--- src/hdl/luinv_ram.sv ---
// ----------------------------------------------------------------------------
// luinv_ram
// Generic single-write, single-read RAM with a registered read port.
// ----------------------------------------------------------------------------
module luinv_ram #(
    parameter int WIDTH = 32,
    parameter int DEPTH = 64,
    localparam int AW   = (DEPTH > 1) ? $clog2(DEPTH) : 1
) (
    input  logic             clk,
    input  logic             we,
    input  logic [AW-1:0]    waddr,
    input  logic [WIDTH-1:0] wdata,
    input  logic [AW-1:0]    raddr,
    output logic [WIDTH-1:0] rdata
);

    logic [WIDTH-1:0] mem [DEPTH];

    // Write port
    always_ff @(posedge clk)
    begin
        if (we)
        begin
            mem[waddr] <= wdata;
        end
    end

    // Registered read port
    always_ff @(posedge clk)
    begin
        rdata <= mem[raddr];
    end

endmodule

--- config.mk ---
export PLATFORM = sky130hd
export DESIGN_NAME = luinv_ram
export DESIGN_NICKNAME = d
export VERILOG_FILES = /design/src/hdl/luinv_ram.sv
export SDC_FILE = /design/constraint.sdc
export NUM_CORES = 2
export LEC_CHECK = 0
export BUFFER_PORTS_ARGS = -buffer_cell sky130_fd_sc_hd__clkbuf_2
export CAP_MARGIN = 20
export CORE_UTILIZATION = 30
export DETAILED_ROUTE_END_ITERATION = 16
export GPL_TIMING_DRIVEN = 1
export PLACE_DENSITY = 0.5
export SKIP_CTS_REPAIR_TIMING = 1
export SKIP_LAST_GASP = 1
export SLEW_MARGIN = 20
export SYNTH_ARGS = -nofsm -noshare
export SYNTH_HDL_FRONTEND = slang
export SYNTH_SLANG_ARGS = --single-unit
--- constraint.sdc ---
create_clock -name clk -period 11.8 [get_ports clk]
set_input_delay 2.95 -clock clk [delete_from_list [all_inputs] [get_ports clk]]
set_output_delay 2.95 -clock clk [all_outputs]
set_load 0.02 [all_outputs]
* After elaboration in Yosys (flattened, before gate mapping)
Memories as Yosys holds them, arrays and structs flattened. A register that Yosys moved wholly into a read port is not among the register bits.
Index checks and enable logic that the tools add are counted.
** Cells by class
- Mux-type cells :: 2
** Operator list (number)
- 1-bit 2-to-1 mux :: 2
** Word-level totals
- Input port bits :: 46
- Memories :: 1
- Bits in registers :: 0
- Output and inout bits :: 32
- Memory bits (writable) :: 2048
- Word-level logic and storage cells :: 3
** Memories
- mem :: depth 64, width 32, read ports 1, clocked after Yosys merged registers in 1, wr ports 1, line 18 : logic [WIDTH-1:0] mem [DEPTH];

* Depth between registers and ports, before layout
- Depth in word-level cells :: 2
- Depth in mapped cells :: 10
- Gate-level depth less buffers :: 5

* Worst setup path after synthesis
OpenSTA, ideal clock, no wires.
- Path kind :: input port to flip-flop
- Start point :: input waddr[3]
- End point :: memory mem[48][0] (enable)
- Path slack :: 5.690 ns
- Arrival time :: 5.649 ns
- Library setup time :: 0.461 ns
- Path buffers :: 1
- Stages :: 4
- Required time :: 11.339 ns
- Cell sequence :: clkbuf_1 > nor2b_1 > nand4b_1 > nor3_1
** RTL lines
- start: declaration :: line 12 : input logic [AW-1:0] waddr,
- end: declaration :: line 18
Straight into the memory's write port.

==> impl_metrics.csv <==
group,metric,value,unit
die,die_width,514,um
drt,dr_total_vias,36475,
status,status,"finished clean",
clock_tree,root_buffer,"clkbuf_16",
finish,fin_cells,7256,
global_routing,grt_util_all_layers,16.6,%
global_routing,grt_pass1_wl,305000,um
run,maxCapViolCount,0,
power,power.share.clock,43.0,%
power,vdd_drop_max,161,uV
sta,hold_viol,0,
synthesis,ys.flop_type,"edfxtp_1",
sta,setup_tns,0,ps
finish,drive_gt1_share,30.3,%
setup_path,required,12460,ps
clock_tree,cts.sink_count,2080,
sta,slew_viol_final,0,
synthesis,synth-seq-cells,2080,
clock_tree,htreeDepth,4,
die,io_pins,78,
drt,routed_wl,220000,um
min_path,hp-start,"mem[50][1]$_DFFE_PP_",
finish,layout_commonest_cell,"edfxtp_1",
global_routing,antenna_found_initial,15,
clock_tree,clk_pin_slew,60,ps
placed_design,routabilityCongestion,0.747,
drt,drtIter0Drc,3871,
drt,first_pass_iters,5,
setup_path,crit_slowest_cell,"a21oi_1",
placed_design,place_area,84000,um2
synthesis,synth_area,78500,um2
drt,drc,0,
setup_path,regToRegStartpoint,"mem[47][9]$_DFFE_PP_",
sta,rsz0062_at_grt,"false",
placed_design,io_buffers,77,
power,leakage,27.9,nW
synthesis,synth.top_cell.area_share,78.3,%
synthesis,synth.area.top_cells,"edfxtp_1 (78%), mux4_2 (16%), mux2i_1 (1.2%)",
global_routing,gr-total-overflow,0,
sta,finalCriticalPeriod,6150,ps
synthesis,ys_types,34,
synthesis,yosysSeqAreaShare,79.1,%
sta,max_slew_margin,28.6,%
setup_path,crit_fanout,58,
synthesis,synth_edf_count,2048,
clock_tree,clk_latency,840,ps
power,pwr-share-seq,52.2,%
power,p_comb_share,4.8,%
global_routing,grt_pass1_vias,37360,
sta,worst_slack,5650,ps
die,rows,187,
setup_path,cp-end-kind,"flop",
setup_path,cp_top_family,"buffers and inverters",
setup_path,ff2ff_path_depth,5,
die,initial_utilization,30.2,%
sta,fin_crit_sh,52.1,%
finish,areaGrowthSynthToFinish,16.0,%
finish,fin_area,91100,um2
die,core,260000,um2
die,die_h,514,um
sta,max_slew.worst_pin.slew,1060,ps
clock_tree,clock_path_buffers,3,
min_path,holdPathEnd,"rdata[1]$_DFF_P_",
min_path,min_delay_path_depth,5,
synthesis,synth_cells,3324,
power,p_int,0.0123,W
setup_path,r2r-end,"rdata[9]$_DFF_P_",
setup_path,crit_buf_inv,3,
sta,setup_violations,0,
setup_path,ff2ff_setup_slack,9240,ps
finish,final_cell_mix,"edfxtp_1 (2,048), mux4_2 (544), clkbuf_16 (214)",
setup_path,slowest_delay,760,ps
sta,fin_worst_skew,30.9,ps
setup_path,path_class,"in2reg",
drt,ant_nets,0,
setup_path,crit_chain,"buf_8 > buf_4 > buf_12 > mux4_2 > mux2i_1 > a21oi_1 > a21oi_1 > nor2_1",
placed_design,preCtsSetupSlack,4640,ps
global_routing,grt_max_degree,97,
power,swShare,21.6,%
synthesis,syn_nets,3370,
sta,max_freq,0.163,GHz
setup_path,critical_path.most_common_cell,"a21oi_1",
min_path,hold_class,"reg2reg",
placed_design,dp_hpwl,117000,um
setup_path,cp.arrival,6810,ps
die,die_area,264000,um2
sta,hold_ws,871,ps
setup_path,start_kind,"input pin",
clock_tree,cts-buffers-inserted,214,
power,power.density,173,nW/um2
power,power.switching,0.00341,W
synthesis,synth_warnings,0,
synthesis,async_reset_ff_share,0,%
drt,viasPerCell,5.03,
synthesis,avgSynthCellArea,23.6,um2
placed_design,dp_cells,6850,
clock_tree,cts_tree,"done",
synthesis,synth_area_leader_cell,"edfxtp_1",
drt,wl_per_cell,30.4,um
finish,num-nets-final,3616,
==> Yosys cell counts (7+ instances only) <==
master and n:
a21oi_1 62, a22oi_1 12, a311oi_1 8, buf_1 21, buf_2 57, buf_4 25, clkbuf_1 74, dfxtp_1 32
edfxtp_1 2048, mux2i_1 93, mux4_2 544, nand2_1 26, nand2b_1 8, nor2_1 137, nor2b_1 15, nor3_1 7
o221ai_1 27, o22ai_1 84
==> how the worst max path moves through the flow <==
stage / startpoint / endpoint / slack (ps) / cells past startpoint
after floorplan: waddr[3] / mem[48][0]$_DFFE_PP_ / 5690 / 4
after global placement: raddr[0] / rdata[9]$_DFF_P_ / 4610 / 8
after detailed placement: raddr[0] / rdata[9]$_DFF_P_ / 4640 / 8
after CTS: raddr[0] / rdata[9]$_DFF_P_ / 5580 / 8
after global routing: raddr[0] / rdata[9]$_DFF_P_ / 5380 / 8
final: raddr[0] / rdata[9]$_DFF_P_ / 5650 / 8
==> layer usage <==
metal	GRT usage [%]	share of wire [%]	wire, um	vias up
li1	-	-	-	14769
met1	22.9	43	95600	20296
met2	27.3	49	108000	1135
met3	2.64	5.2	11500	275
met4	4.34	2.3	4980	0
met5	0	0	0	-
==> kinds of logic after synthesis <==
kind of cell / share of synthesized area (%)
flops: 79.1
compound gates: 1.67
simple gates: 1.27
mux: 16.8
buf+inv: 1.13
==> flip-flops by register name (all words and copies together) (netlist names) <==
signal / count
mem: 2048
rdata: 32
==> stage by stage <==
step | total power (W) | util [%]
3_5_place_dp | 0.00916 | 32.3
4_1_cts | 0.0159 | 35.0
3_3_place_gp | 0.00915 | 32.3
2_1_floorplan | 0.00877 | -
5_1_grt | 0.0162 | 35.0
6_report | 0.0158 | 35.0
==> power by group through the flow <==
stage	clock (W)	sequential, W	combinational, W
after global placement	0	0.00838	0.000771
after CTS	0.00691	0.00823	0.000778
after detailed placement	0	0.00838	0.000777
after floorplan	0	0.00837	0.000398
final	0.00678	0.00822	0.000757
after global routing	0.00718	0.00822	0.000807
==> layout make-up <==
| cell class | count | area (um2) |
|---|---|---|
| Antenna cell | 3 | 7.51 |
| Clock buffer | 288 | 5820 |
| Clock inverter | 115 | 1280 |
| Fill cell | 23918 | 169000 |
| Multi-Input combinational cell | 1062 | 16000 |
| Sequential cell | 2080 | 62100 |
| Tap cell | 3496 | 4370 |
| Timing Repair Buffer | 212 | 1500 |
==> worst min-delay path, stage by stage (launching register included) <==
cell	delay [ps]
edfxtp_1	310
mux4_2	230
o22ai_1	70
nor2_1	80
a21oi_1	70
nor2_1	70
Note: power is estimated with default switching activity, not from simulation.
