**src/hdl/luinv_pkg.sv**
```systemverilog
// ----------------------------------------------------------------------------
// luinv_pkg
// Shared constants, types and fixed-point helpers for the LU matrix inverse.
// ----------------------------------------------------------------------------
package luinv_pkg;

    // Sizing
    localparam int MAX_SIZE  = 8;
    localparam int FRAC_BITS = 16;
    localparam int IDX_W     = (MAX_SIZE > 1) ? $clog2(MAX_SIZE) : 1;
    localparam int CNT_W     = $clog2(MAX_SIZE + 1);
    localparam int MAT_DEPTH = MAX_SIZE * MAX_SIZE;
    localparam int MAT_AW    = (MAT_DEPTH > 1) ? $clog2(MAT_DEPTH) : 1;

    // Divider widths: magnitude of the scaled numerator and of the divisor
    localparam int DIV_W  = 63;
    localparam int DEN_W  = 32;
    localparam int DIV_CW = $clog2(DIV_W);

    // Fixed-point constants
    localparam logic [31:0] ONE_FX      = 32'(64'd1 << FRAC_BITS);
    localparam logic [63:0] NUM_LIM     = 64'd1 << (62 - FRAC_BITS);
    localparam logic [DIV_W-1:0] SCALE_NUM = DIV_W'(64'd1 << (2 * FRAC_BITS));
    localparam logic signed [63:0] S32_MAX = 64'sd2147483647;
    localparam logic signed [63:0] S32_MIN = -64'sd2147483648;

    // Register map
    localparam logic REG_MATRIX_SIZE = 1'b0;

    // Divider request and response
    typedef struct packed {
        logic             start;
        logic [DIV_W-1:0] num_mag;
        logic [DEN_W-1:0] den_mag;
    } div_req_t;

    typedef struct packed {
        logic             done;
        logic [DIV_W-1:0] quot;
    } div_rsp_t;

    // Saturate a 64-bit sum to 32 bits signed
    function automatic logic signed [31:0] sat32(input logic signed [63:0] v);
        logic signed [31:0] r;
        if (v > S32_MAX)
            r = 32'sh7FFFFFFF;
        else if (v < S32_MIN)
            r = 32'sh80000000;
        else
            r = $signed(v[31:0]);
        return r;
    endfunction

    // Magnitude of a signed word; the most negative value maps to 2^31
    function automatic logic [31:0] mag32(input logic signed [31:0] v);
        logic [31:0] r;
        r = v[31] ? 32'(-v) : 32'(v);
        return r;
    endfunction

    // Sign extension to the accumulator width
    function automatic logic signed [63:0] ext64(input logic signed [31:0] v);
        logic signed [63:0] r;
        r = 64'(v);
        return r;
    endfunction

    // Row-major address into the matrix store
    function automatic logic [MAT_AW-1:0] mat_addr(input logic [IDX_W-1:0] row,
                                                   input logic [IDX_W-1:0] col);
        logic [MAT_AW-1:0] r;
        r = MAT_AW'(32'(row) * MAX_SIZE + 32'(col));
        return r;
    endfunction

endpackage

```
**src/hdl/luinv_div.sv**
```systemverilog
// ----------------------------------------------------------------------------
// luinv_div
// Bit-serial restoring divider on magnitudes, one quotient bit per cycle.
// ----------------------------------------------------------------------------
module luinv_div import luinv_pkg::*; (
    input  logic     clk,
    input  logic     rst_n,
    input  div_req_t req,
    output div_rsp_t rsp
);

    logic              busy_reg;
    logic              done_reg;
    logic [DIV_CW-1:0] cnt_reg;
    logic [DEN_W-1:0]  rem_reg;
    logic [DEN_W-1:0]  den_reg;
    logic [DIV_W-1:0]  quo_reg;

    logic [DEN_W:0]    rem_sh;
    logic [DEN_W:0]    rem_sub;
    logic              take;

    // Shift in the next dividend bit and trial-subtract
    assign rem_sh  = {rem_reg, quo_reg[DIV_W-1]};
    assign rem_sub = rem_sh - {1'b0, den_reg};
    assign take    = (rem_sh >= {1'b0, den_reg});

    // Control
    always_ff @(posedge clk or negedge rst_n)
    begin
        if (!rst_n)
        begin
            busy_reg <= 1'b0;
            done_reg <= 1'b0;
            cnt_reg  <= '0;
        end
        else
        begin
            done_reg <= 1'b0;
            if (req.start)
            begin
                busy_reg <= 1'b1;
                cnt_reg  <= '0;
            end
            else if (busy_reg)
            begin
                cnt_reg <= cnt_reg + 1'b1;
                if (cnt_reg == DIV_CW'(DIV_W - 1))
                begin
                    busy_reg <= 1'b0;
                    done_reg <= 1'b1;
                end
            end
        end
    end

    // Datapath
    always_ff @(posedge clk)
    begin
        if (req.start)
        begin
            quo_reg <= req.num_mag;
            den_reg <= req.den_mag;
            rem_reg <= '0;
        end
        else if (busy_reg)
        begin
            rem_reg <= take ? rem_sub[DEN_W-1:0] : rem_sh[DEN_W-1:0];
            quo_reg <= {quo_reg[DIV_W-2:0], take};
        end
    end

    assign rsp.done = done_reg;
    assign rsp.quot = quo_reg;

endmodule

```
**config.mk**
```make
export PLATFORM = sky130hd
export DESIGN_NAME = luinv_div
export DESIGN_NICKNAME = d
export VERILOG_FILES = /design/src/hdl/luinv_pkg.sv /design/src/hdl/luinv_div.sv
export SDC_FILE = /design/constraint.sdc
export NUM_CORES = 1
export LEC_CHECK = 0
export ABC_AREA = 1
export BUFFER_PORTS_ARGS = -buffer_cell sky130_fd_sc_hd__buf_2
export CORE_MARGIN = 4
export CORE_UTILIZATION = 56
export CTS_CLUSTER_SIZE = 12
export DETAILED_ROUTE_END_ITERATION = 16
export PLACE_DENSITY = 0.82
export SLEW_MARGIN = 10
export SYNTH_ARGS = -nofsm -noshare
export SYNTH_HDL_FRONTEND = slang
export SYNTH_SLANG_ARGS = --single-unit
```
**constraint.sdc**
```tcl
create_clock -name clk -period 3.4 [get_ports clk]
set_input_delay 0.34 -clock clk [delete_from_list [all_inputs] [get_ports clk]]
set_output_delay 0.34 -clock clk [all_outputs]
set_load 0.02 [all_outputs]
```
=== After elaboration in Yosys (flattened, before gate mapping) ===
Index checks and enable logic that the tools add are counted.

* Output and inout bits: 64
* Word-level logic and storage cells: 22
* Register bits after elaboration: 135
* Bits of input ports: 98

* Reduce and logical (&&, ||, !) cells: 1
* Magnitude comparators: 1
* Add/sub/neg operators: 2
* Equality and inequality tests: 1
* Multiplexer cells: 11

{| class="wikitable"
|+ Operators with widths
! operator !! count
|-
| 63-bit 2-to-1 mux || 2
|-
| 33-bit by 32-bit >= comparator with 1-bit output || 1
|-
| 32-bit 2-to-1 mux || 1
|-
| 32-bit subtractor || 1
|-
| 6-bit 2-to-1 mux || 2
|-
| 6-bit by 1-bit adder with 6-bit output, second input constant || 1
|-
| 6-bit == test, second input constant || 1
|-
| 1-bit 2-to-1 mux || 6
|-
| 2-bit nonzero test || 1
|}

=== Longest topological paths before layout ===
Gate-level depths: netlist of run 1.

* Depth in word-level cells: 4
* Mapped depth: 17
* Gate-level depth less buffers: 16

=== Least setup slack after synthesis of run 1 ===
No wires, ideal clock.

* Path kind: reg2reg
* Start point: register busy_reg
* End point: register quo_reg[0] (enable)
* Stages on the path, launching flop included: 4
* Required time: 2.947 ns
* Buffers on the path: 1
* Slack: 0.497 ns
* Period minus slack after synthesis: 2.903 ns
* Data arrival time: 2.451 ns
* Library setup time: 0.453 ns
* Cell sequence: dfrtp_1 -> nor2_1 -> inv_1 -> clkbuf_1

* Cells in the longest elaborated chain, start to end: 1

{| class="wikitable"
|+ RTL lines
! item !! line !! text
|-
| start, declared || luinv_div.sv:12 || <nowiki>logic busy_reg;</nowiki>
|-
| start signal, assigned || luinv_div.sv:33 || <nowiki>busy_reg <= 1'b0;</nowiki>
|-
| start signal, assigned || luinv_div.sv:42 || <nowiki>busy_reg <= 1'b1;</nowiki>
|-
| start signal, assigned || luinv_div.sv:50 || <nowiki>busy_reg <= 1'b0;</nowiki>
|-
| 2-bit nonzero test (no source line) || n/a ||
|-
| end signal, assigned || luinv_div.sv:62 || <nowiki>quo_reg <= req.num_mag;</nowiki>
|-
| end signal, assigned || luinv_div.sv:69 || <nowiki>quo_reg <= {quo_reg[DIV_W-2:0], take};</nowiki>
|-
| end, declared || luinv_div.sv:17 || <nowiki>logic [DIV_W-1:0] quo_reg;</nowiki>
|}

No other way between the ends.
A chain may end at the register's enable or synchronous reset.

=== Final worst setup path of run 1 ===
* Start point: register den_reg[20]
* End point: register rem_reg[2]

* Cells in the longest elaborated chain, start to end: 2

{| class="wikitable"
|+ RTL lines
! item !! line !! text
|-
| start, declared || luinv_div.sv:16 || <nowiki>logic [DEN_W-1:0] den_reg;</nowiki>
|-
| start signal, assigned || luinv_div.sv:63 || <nowiki>den_reg <= req.den_mag;</nowiki>
|-
| 33-bit by 32-bit >= comparator with 1-bit output || luinv_div.sv:26 || <nowiki>assign take = (rem_sh >= {1'b0, den_reg});</nowiki>
|-
| 32-bit 2-to-1 mux || luinv_div.sv:68 || <nowiki>rem_reg <= take ? rem_sub[DEN_W-1:0] : rem_sh[DEN_W-1:0];</nowiki>
|-
| end signal, assigned || luinv_div.sv:68 ||
|-
| end, declared || luinv_div.sv:15 || <nowiki>logic [DEN_W-1:0] rem_reg;</nowiki>
|}

No other way between the ends.

==> results of run 1 <==
## area by class of cell
cell class                      count  share of cell area (%)
Clock buffer                       18                    4.39
Tap cell                          184                    2.36
Timing Repair Buffer              169                    9.04
Multi-Input combinational cell    779                    37.8
Clock inverter                     14                    1.52
Sequential cell                   135                    37.8
Antenna cell                        1                  0.0256
Inverter                          184                    7.07
## worst register-to-register path, cell delays in order (launching register included)
cell and delay, ps:
edfxtp_1 320, inv_1 40, ha_1 360, nand2_2 160
inv_2 40, nand2_1 80, nand2_1 90, nand2_1 70
nand2_1 70, nand2_1 70, nand2_1 70, nor2_4 520
nand2_8 280, nand2_1 140, nand3_1 70, o21ai_1 110
## worst paths after layout
check | endpoint | cells after the start | startpoint
max | rem_reg[2]$_SDFFE_PP0P_ | 15 | den_reg[20]$_DFFE_PP_
min | den_reg[28]$_DFFE_PP_ | 1 | req[28]
max reg2reg | rem_reg[2]$_SDFFE_PP0P_ | 15 | den_reg[20]$_DFFE_PP_
min reg2reg | rem_reg[14]$_SDFFE_PP0P_ | 2 | rem_reg[14]$_SDFFE_PP0P_
max in group asynchronous | cnt_reg[2]$_DFFE_PN0P_ | 2 | rst_n
min in group asynchronous | done_reg$_DFF_PN0_ | 2 | rst_n
## cell usage in the layout, fill, tap and decap left out, types with 3 or more instances in the layout
cell         n
nand2_1    508
inv_2        3
o21ai_0     11
o21bai_1     3
nor2_1      42
ha_1        34
dfrtp_1      8
inv_1      181
edfxtp_1    95
nand2_2      6
a21oi_1     22
nand3_1     76
nand4_1      8
clkinv_4     3
and2_1       4
nor2_2       5
nor3_1       4
dfxtp_1     32
nand3b_1    15
o21ai_1      8
inv_6        3
buf_2      160
xnor2_1     13
buf_4        7
clkbuf_16   17
nand3_2      6
## what timing repair did
item	4_1_cts	5_1_grt
gates resized for setup	0	0
endpoints found under the hold margin	8	0
hold buffers	1	0
## routing by layer
layer / vias to the layer above / part of all wire, % / global-route usage (%)
li1: 3819 / - / -
met1: 3377 / 39 / 32.6
met2: 312 / 48 / 45.2
met3: 71 / 9.2 / 9.32
met4: 4 / 3.7 / 14.2
met5: - / 0.11 / 0
## kinds of logic (layout without fill, tap and decap cells)
family          count (synthesis)  after routing  synth area share [%]
flops                         135            135                  44.8
other cells                     0              1                     0
fa+ha+maj                      35             35                  5.41
buf+inv                       214            385                  10.4
xor+xnor                       14             14                  1.49
compound gates                 49             49                  3.22
simple gates                  681            681                  34.7
## per-stage QoR
stage	setup WS, ps	std cells	hold WS [ps]
detailed placement	895	1450	195
finish	854	1484	81.5
global placement	929	1450	192
CTS	856	1483	67.8
global route	635	1484	66.3
floorplan	497	1128	44.4
## power by group through the flow
stage | Sequential [mW] | Clock (mW) | Combinational, mW
floorplan | 2.31 | 0 | 2.41
global placement | 2.25 | 0 | 3.13
detailed placement | 2.26 | 0 | 3.18
CTS | 2.24 | 1.86 | 3.22
global route | 2.27 | 1.93 | 3.67
finish | 2.24 | 1.84 | 3.23
==> results_dict.tcl, run 1 <==
set metrics [dict create \
    status "complete, no violations" \
    fin_skew_ps 11.5 \
    grt_pass1_wl_mm 36.1 \
    path_buf_inv 2 \
    mappedNetlistNets 1261 \
    swShare_pct 41.1 \
    seq_power_share_pct 30.7 \
    cts_tree "done" \
    cp_max_fo 32 \
    hpwl_mm 16.4 \
    criticalPathCategory "reg -> reg" \
    grt_max_degree 73 \
    pwr-share-clk_pct 25.2 \
    synth_top_cells_by_area "edfxtp_1, nand2_1, inv_1" \
    final_core_util_pct 67.5 \
    finalSetupViolCount 0 \
    powerDensity_mw_per_mm2 748 \
    ys_seq_elements 135 \
    fillerInstances 1234 \
    crit_required_ps 3740 \
    maxSlewHeadroom_pct 33.9 \
    synth_commonest_cells "nand2_1, inv_1, edfxtp_1" \
    netSwitchingPower_mw 3.00 \
    rsz0062_at_grt "no" \
    ant_nets 0 \
    design_area_mm2 0.00977 \
    postCtsSetupRepairBufs 0 \
    rrSetupSlack_ps 850 \
    numCtsBuffers 17 \
    fp.coreArea_mm2 0.0145 \
    grt_pass1_vias 7510 \
    p_comb_share_pct 44.1 \
    crit_path_cell_trace "inv_1 > ha_1 > nand2_2 > inv_2 > nand2_1 > nand2_1 > nand2_1 > nand2_1 > nand2_1 > nand2_1 > nor2_4 > nand2_8 > nand2_1 > nand3_1 > o21ai_1" \
    yosys_warnings 0 \
    synth_cells 1128 \
    cts_root_buf "clkbuf_16" \
    ioPinCount 162 \
    largest_reg_flops 63 \
    insertion_delay_ps 430 \
    syn_avg_cell_area_um2 7.30 \
    slowest_delay_ps 520 \
    antenna_found_initial 3 \
    max_freq_mhz 393 \
    critPathSlowestCell "nor2_4" \
    remaining_drc_errors 0 \
    portBuffers 161 \
    synth_top_area_cell "edfxtp_1" \
    power.ir.vdd_worst_v 0.000401 \
    vias_per_cell 5.11 \
    multi_input_area_mm2 0.00369 \
    grt_overflow 0 \
    drv_slew 0 \
    synth_ff_type "edfxtp_1" \
    areaGrowthSynthToFinish_pct 18.6 \
    fin_nets 1419 \
    cpMostUsedCell "nand2_1" \
    async_flop_share_pct 5.93 \
    gp_congestion 1.03 \
    cp-start-kind "flip-flop" \
    finalSetupTns_ps 0 \
    drtPass1Iterations 5 \
    wire_per_inst_um 15.2 \
    dieArea_mm2 0.0167 \
    regArea_mm2 0.00369 \
    placed_area_mm2 0.00918 \
    worstMarginPinSlew_ps 990 \
    endpoint_kind "flip-flop" \
    crit_family "simple AND/OR/NAND/NOR gates" \
    fp.dieH_um 129 \
    p_total_mw 7.31 \
    gr-usage-all-layers_pct 27.7 \
    post-synth-top-count-cell "nand2_1" \
    start_util_pct 56.9 \
    rows 44 \
    drive_gt1_share_pct 17.2 \
    wl_mm 22.5 \
    h-tree-depth 4 \
    dr_total_vias 7583 \
    synth-edff-count 95 \
    cellLeakagePower_nw 5.38 \
    synth_sequential_area_ratio_pct 44.8 \
    chipWidth_um 129 \
    cp_data_arrival_time_ps 2890 \
    hp-class "in -> reg" \
    finalHoldViolations 0 \
    yosys.area.top_type_share_pct 34.6 \
    synth.distinct_cells 36 \
    layout_min_cycle_time_ps 2550 \
    period_share_pct 74.9 \
    synthesis.area_mm2 0.00824 \
    drv_cap 0 \
    drtIter0Drc 465 \
    cts.clk_slew.worst_paths_ps 70 \
    clk_path_buf_depth 2 \
    p_int_mw 4.31 \
    cts_sinks 135 \
]
Power figures use the tool's default switching activity.
==> run 2: changes to the inputs <==
- clock period: 3.4 -> 2.6 ns (I/O delays scaled with it)
==> run 2 against run 1 <==
Against the previous run: fmax up 3.6%; sequential share of layout area decreased by 1.5 points; critical path depth decreased by 1; highest routed layer is now met4.
==> results_dict.tcl, run 2 (synthesized netlist as in run 1, its figures left out) <==
set metrics [dict create \
    cts_tree "done" \
    ioPinCount 162 \
    drtIter0Drc 609 \
    final_cells 1523 \
    regArea_mm2 0.00369 \
    status "complete, no violations" \
    largest_reg_flops 63 \
    start_util_pct 56.9 \
    fillerInstances 1161 \
    drv_slew 0 \
    clk_path_buf_depth 2 \
    final_common_cell "nand2_1" \
    power.ir.vdd_worst_v 0.000558 \
    cp-start-kind "flip-flop" \
    reg2reg_to "rem_reg[8]$_SDFFE_PP0P_" \
    max_freq_mhz 407 \
    dr_total_vias 7801 \
    worstHoldStart "req[24]" \
    dieArea_mm2 0.0167 \
    ff2ff_path_depth 14 \
    drive_gt1_share_pct 18.2 \
    cp-startpoint "den_reg[21]$_DFFE_PP_" \
    cellLeakagePower_nw 5.56 \
    design_area_mm2 0.0102 \
    areaGrowthSynthToFinish_pct 23.3 \
    h-tree-depth 4 \
    powerDensity_mw_per_mm2 983 \
    gr-usage-all-layers_pct 28.0 \
    hp-class "in -> reg" \
    cp_data_arrival_time_ps 2750 \
    gp_congestion 0.945 \
    worstMarginPinSlew_ps 861 \
    fin_skew_ps 12.5 \
    grt_max_degree 66 \
    insertion_delay_ps 430 \
    crit_path_cell_trace "inv_1 > ha_1 > nand2_2 > nor2_2 > nand2_1 > nor2_2 > nand2_2 > nor2_4 > nor2_4 > buf_12 > nand2_8 > nand2_1 > nand3_1 > o21ai_1" \
    criticalPathCategory "reg -> reg" \
    final_cell_mix "nand2_1, inv_1, buf_2, edfxtp_1, nand3_1" \
    hpwl_mm 16.4 \
    placed_area_mm2 0.00927 \
    hold_path_depth 1 \
    wl_mm 22.7 \
    endpoint_kind "flip-flop" \
    finalSetupTns_ps 0 \
    reg2reg_from "den_reg[21]$_DFFE_PP_" \
    period_share_pct 94.5 \
    cp_max_fo 32 \
    multi_input_area_mm2 0.00370 \
    cts_sinks 135 \
    grt_overflow 0 \
    fp.dieH_um 129 \
    maxSlewHeadroom_pct 42.5 \
    crit_required_ps 2900 \
    placed_cells 1464 \
    slowest_delay_ps 390 \
    finalSetupViolCount 0 \
    fin_nets 1459 \
    rows 44 \
    chipWidth_um 129 \
    rrSetupSlack_ps 140 \
    grt_pass1_vias 7602 \
    drtPass1Iterations 5 \
    numCtsBuffers 17 \
    antenna_found_initial 0 \
    critPathSlowestCell "ha_1" \
    min_to "den_reg[24]$_DFFE_PP_" \
    finalHoldViolations 0 \
    vias_per_cell 5.12 \
    layout_min_cycle_time_ps 2460 \
    diodes 0 \
    remaining_drc_errors 0 \
    wire_per_inst_um 14.9 \
    grt_pass1_wl_mm 36.5 \
    fp.coreArea_mm2 0.0145 \
    cts.clk_slew.worst_paths_ps 60 \
    ant_nets 0 \
    cts_root_buf "clkbuf_16" \
    portBuffers 161 \
    drv_cap 0 \
]
[run 2: cell count changes in the layout (fill, tap and decap cells not counted), moves of 2 or more]
cell,before,now
dlygate4sd3_1,1,21
buf_4,7,25
clkinv_2,2,0
clkinvlp_4,1,3
[run 2: through the flow]
| step | worst slack [ps] | hold slack, ps | power, mW | utilization (%) |
|---|---|---|---|---|
| 2_1_floorplan | 564 | -35.6 | 6.17 | - |
| 3_3_place_gp | -95.4 | 114 | 7.10 | 64.0 |
| 3_5_place_dp | -183 | 118 | 7.18 | 64.0 |
| 4_1_cts | 5.44 | 0.0998 | 9.81 | 69.6 |
| 5_1_grt | -7.36 | 0.295 | 10.7 | 70.2 |
| 6_report | 143 | 15.3 | 9.99 | 70.2 |
[run 2: worst max path at each step]
stage | depth (start not counted) | slack [ps] | to
after floorplan | 15 | 560 | rem_reg[24]$_SDFFE_PP0P_
after global placement | 13 | -100 | rem_reg[0]$_SDFFE_PP0P_
after detailed placement | 13 | -180 | rem_reg[3]$_SDFFE_PP0P_
after CTS | 14 | 5 | rem_reg[28]$_SDFFE_PP0P_
after global routing | 14 | -7 | rem_reg[3]$_SDFFE_PP0P_
final | 14 | 140 | rem_reg[8]$_SDFFE_PP0P_
[run 2: area by class of cell]
type | count | area share (%)
inverter | 184 | 6.80
clock inverter | 13 | 1.69
sequential | 135 | 36.3
clock buffer | 19 | 4.26
multi-input combinational | 780 | 36.5
timing repair buffer | 208 | 12.2
tap | 184 | 2.27
[run 2: what timing repair did]
| action | in CTS | in global routing |
|---|---|---|
| cloned | 1 | 0 |
| endpoints found under the setup margin | 33 | 32 |
| hold endpoints to repair | 26 | 2 |
| pin swaps | 1 | 1 |
| resized for setup | 0 | 2 |
| hold buffers | 19 | 2 |
| setup buffers | 0 | 5 |
[run 2: per-layer routing]
metal	share of wire [%]	global-route usage (%)	up-vias
met3	8.8	7.96	40
li1	-	-	3906
met4	2.7	10.7	0
met1	41	33.8	3515
met2	48	47.5	340
met5	0	0	-
[run 2: where the power goes]
part	internal [mW]	leakage, nW	switching, mW
registers	2.69	1.37	0.228
logic	1.74	3.90	2.80
clock network	1.52	0.284	1.01
total	5.95	5.56	4.04
[run 2: worst max-delay path: cells and delay by family, from the launching register on]
family | cells | cell delay (ps)
flip-flops | 1 | 310
buffers and inverters | 2 | 180
adder cells (fa/ha/maj) | 1 | 390
AND/OR/NAND/NOR | 10 | 1330
AO/OA/AOI/OAI | 1 | 60
==> run 3: changes to the inputs <==
- CORE_UTILIZATION: 56 -> 58
- CTS_BUF_LIST: not set -> sky130_fd_sc_hd__clkbuf_2 sky130_fd_sc_hd__clkbuf_4 sky130_fd_sc_hd__clkbuf_8
- GPL_TIMING_DRIVEN: not set -> 0
- PLACE_DENSITY: 0.82 -> 0.84
==> run 3 against run 2 <==
Against the previous run: power is 5.3% lower; flip-flop and latch count is the same; fmax is 2.7% higher; worst setup slack better by 64 ps; wire length rose by 1.1%; first-iteration DRC count fell by 13%; final area down 0.63%; combinational power is 2% lower; global-route usage is 0.67 points higher; worst hold slack better by 47 ps; non-clock buffer count increased by 17.
==> results_dict.tcl, run 3 (synthesized netlist as in run 1, its figures left out) <==
set metrics [dict create \
    status "complete, no violations" \
    wl_met1_mm 9.27 \
    finalHoldViolations 0 \
    grt_overflow 0 \
    gp_congestion 0.978 \
    criticalPathCategory "reg -> reg" \
    maxSlewHeadroom_pct 40.9 \
    slowest_delay_ps 460 \
    path_buf_inv 2 \
    fillerInstances 1097 \
    portBuffers 161 \
    hp-class "in -> reg" \
    cp-start-kind "flip-flop" \
    drv_cap 0 \
    final_common_cell "nand2_1" \
    cellLeakagePower_nw 5.51 \
    diodes 0 \
    clk_path_buf_depth 2 \
    vias_per_cell 5.10 \
    dr_total_vias 7823 \
    drv_slew 0 \
    wl_mm 23.0 \
    antenna_found_initial 0 \
    route.met2.wl_mm 11.4 \
    routed.top_layer "met4" \
    finalSetupViolCount 0 \
    period_share_pct 92.0 \
    grt_pass1_wl_mm 36.7 \
    setup_slack_ps 207 \
    max_freq_mhz 418 \
    layout_min_cycle_time_ps 2390 \
    hpwl_mm 17.1 \
    fin_skew_ps 9.92 \
    cp_data_arrival_time_ps 2750 \
    largest_reg_flops 63 \
    fp.dieH_um 127 \
    power.ir.vdd_worst_v 0.000495 \
    wire_per_inst_um 15.0 \
    numCtsBuffers 17 \
    wl_met3_mm 1.72 \
    h-tree-depth 4 \
    drtIter0Drc 531 \
    final_cell_mix "nand2_1, inv_1, buf_2, edfxtp_1, nand3_1" \
    rsz0062_at_grt "no" \
    hold-worst-slack_ps 62.1 \
    remaining_drc_errors 0 \
    insertion_delay_ps 460 \
    start_util_pct 59.4 \
    critPathSlowestCell "edfxtp_1" \
    grt_pass1_vias 7710 \
    cp_max_fo 4 \
    crit_family "simple AND/OR/NAND/NOR gates" \
    crit_path_cell_trace "inv_1 > ha_1 > fa_1 > inv_1 > nand3_1 > nand3_1 > nand2_1 > nand2_1 > nand2_1 > nand3_1 > nand2_1 > nand2_1 > nand2_1 > nand3_1 > nand2_1" \
    powerDensity_mw_per_mm2 936 \
    cts_resized 0 \
    ioPinCount 162 \
    grt_max_degree 39 \
    cts_root_buf "clkbuf_8" \
    chipWidth_um 127 \
    cts_sinks 135 \
    fp.coreArea_mm2 0.0139 \
    areaGrowthSynthToFinish_pct 22.6 \
    p_total_mw 9.46 \
    postCtsSetupRepairBufs 0 \
    rows 43 \
    gr-usage-all-layers_pct 28.6 \
    crit_required_ps 2960 \
    fin_nets 1475 \
    drive_gt1_share_pct 17.0 \
    cpMostUsedCell "nand2_1" \
    cts_tree "done" \
    cts.clk_slew.worst_paths_ps 90 \
    endpoint_kind "flip-flop" \
    worstMarginPinSlew_ps 886 \
    dieArea_mm2 0.0162 \
    ant_nets 0 \
    drtPass1Iterations 6 \
    post-place-ws_ps -15.5 \
]
[run 3: cell count changes in the layout (fill, tap and decap cells not counted), sizes merged]
cell and change:
clkbuf +16, buf -13, dlygate4sd3 +12, bufinv +2, clkinvlp -1, inv +1
nor2 -1
[run 3: through the flow]
| step | area [um^2] | TNS, ps | utilization [%] | std cells |
|---|---|---|---|---|
| global placement | 9270 | -42820 | 66.8 | 1469 |
| CTS | 10100 | 0 | 72.8 | 1535 |
| finish | 10100 | 0 | 72.8 | 1535 |
| detailed placement | 9290 | -424 | 67.0 | 1470 |
| floorplan | 8240 | 0 | - | 1128 |
| global route | 10100 | 0 | 72.8 | 1535 |
[run 3: repair_timing]
action | in CTS | in global routing
endpoints found under the setup margin | 0 | 0
hold buffers | 33 | 0
endpoints found under the hold margin | 40 | 0
[run 3: routing by layer]
| metal | up-vias | GRT usage (%) |
|---|---|---|
| li1 | 3935 | - |
| met1 | 3547 | 34.3 |
| met2 | 299 | 50.5 |
| met3 | 42 | 6.61 |
| met4 | 0 | 10.3 |
| met5 | - | 0 |
[run 3: path summary, 6_finish.rpt]
path / startpoint / end / slack [ps] / depth (start not counted)
worst max-delay path: quo_reg[62]$_DFFE_PP_ / rem_reg[24]$_SDFFE_PP0P_ / 210 / 15
worst min-delay path: req[77] / quo_reg[45]$_DFFE_PP_ / 60 / 3
worst max register to register: quo_reg[62]$_DFFE_PP_ / rem_reg[24]$_SDFFE_PP0P_ / 210 / 15
worst min register to register: rem_reg[17]$_SDFFE_PP0P_ / rem_reg[17]$_SDFFE_PP0P_ / 470 / 2
max in group asynchronous: rst_n / cnt_reg[0]$_DFFE_PN0P_ / 2250 / 2
min in group asynchronous: rst_n / cnt_reg[4]$_DFFE_PN0P_ / 180 / 2
[run 3: area by class of cell]
cell class,count,area [um^2],share of cell area [%]
multi-input combinational,779,3690,36.5
buffer,30,170,1.69
inverter,184,691,6.84
timing repair buffer,195,1160,11.4
sequential,135,3690,36.6
clock buffer,17,234,2.32
tap,180,225,2.23
clock inverter,15,240,2.38
[run 3: where the power goes]
group          internal (mW)  switching, mW
logic                   1.64           2.79
clock network           1.17          0.939
registers               2.69          0.235
total                   5.49           3.96
[run 3: tightest hold or removal path, cell delays in order]
cell	delay, ps
buf_2	70
nand2_1	40
nand2_1	50
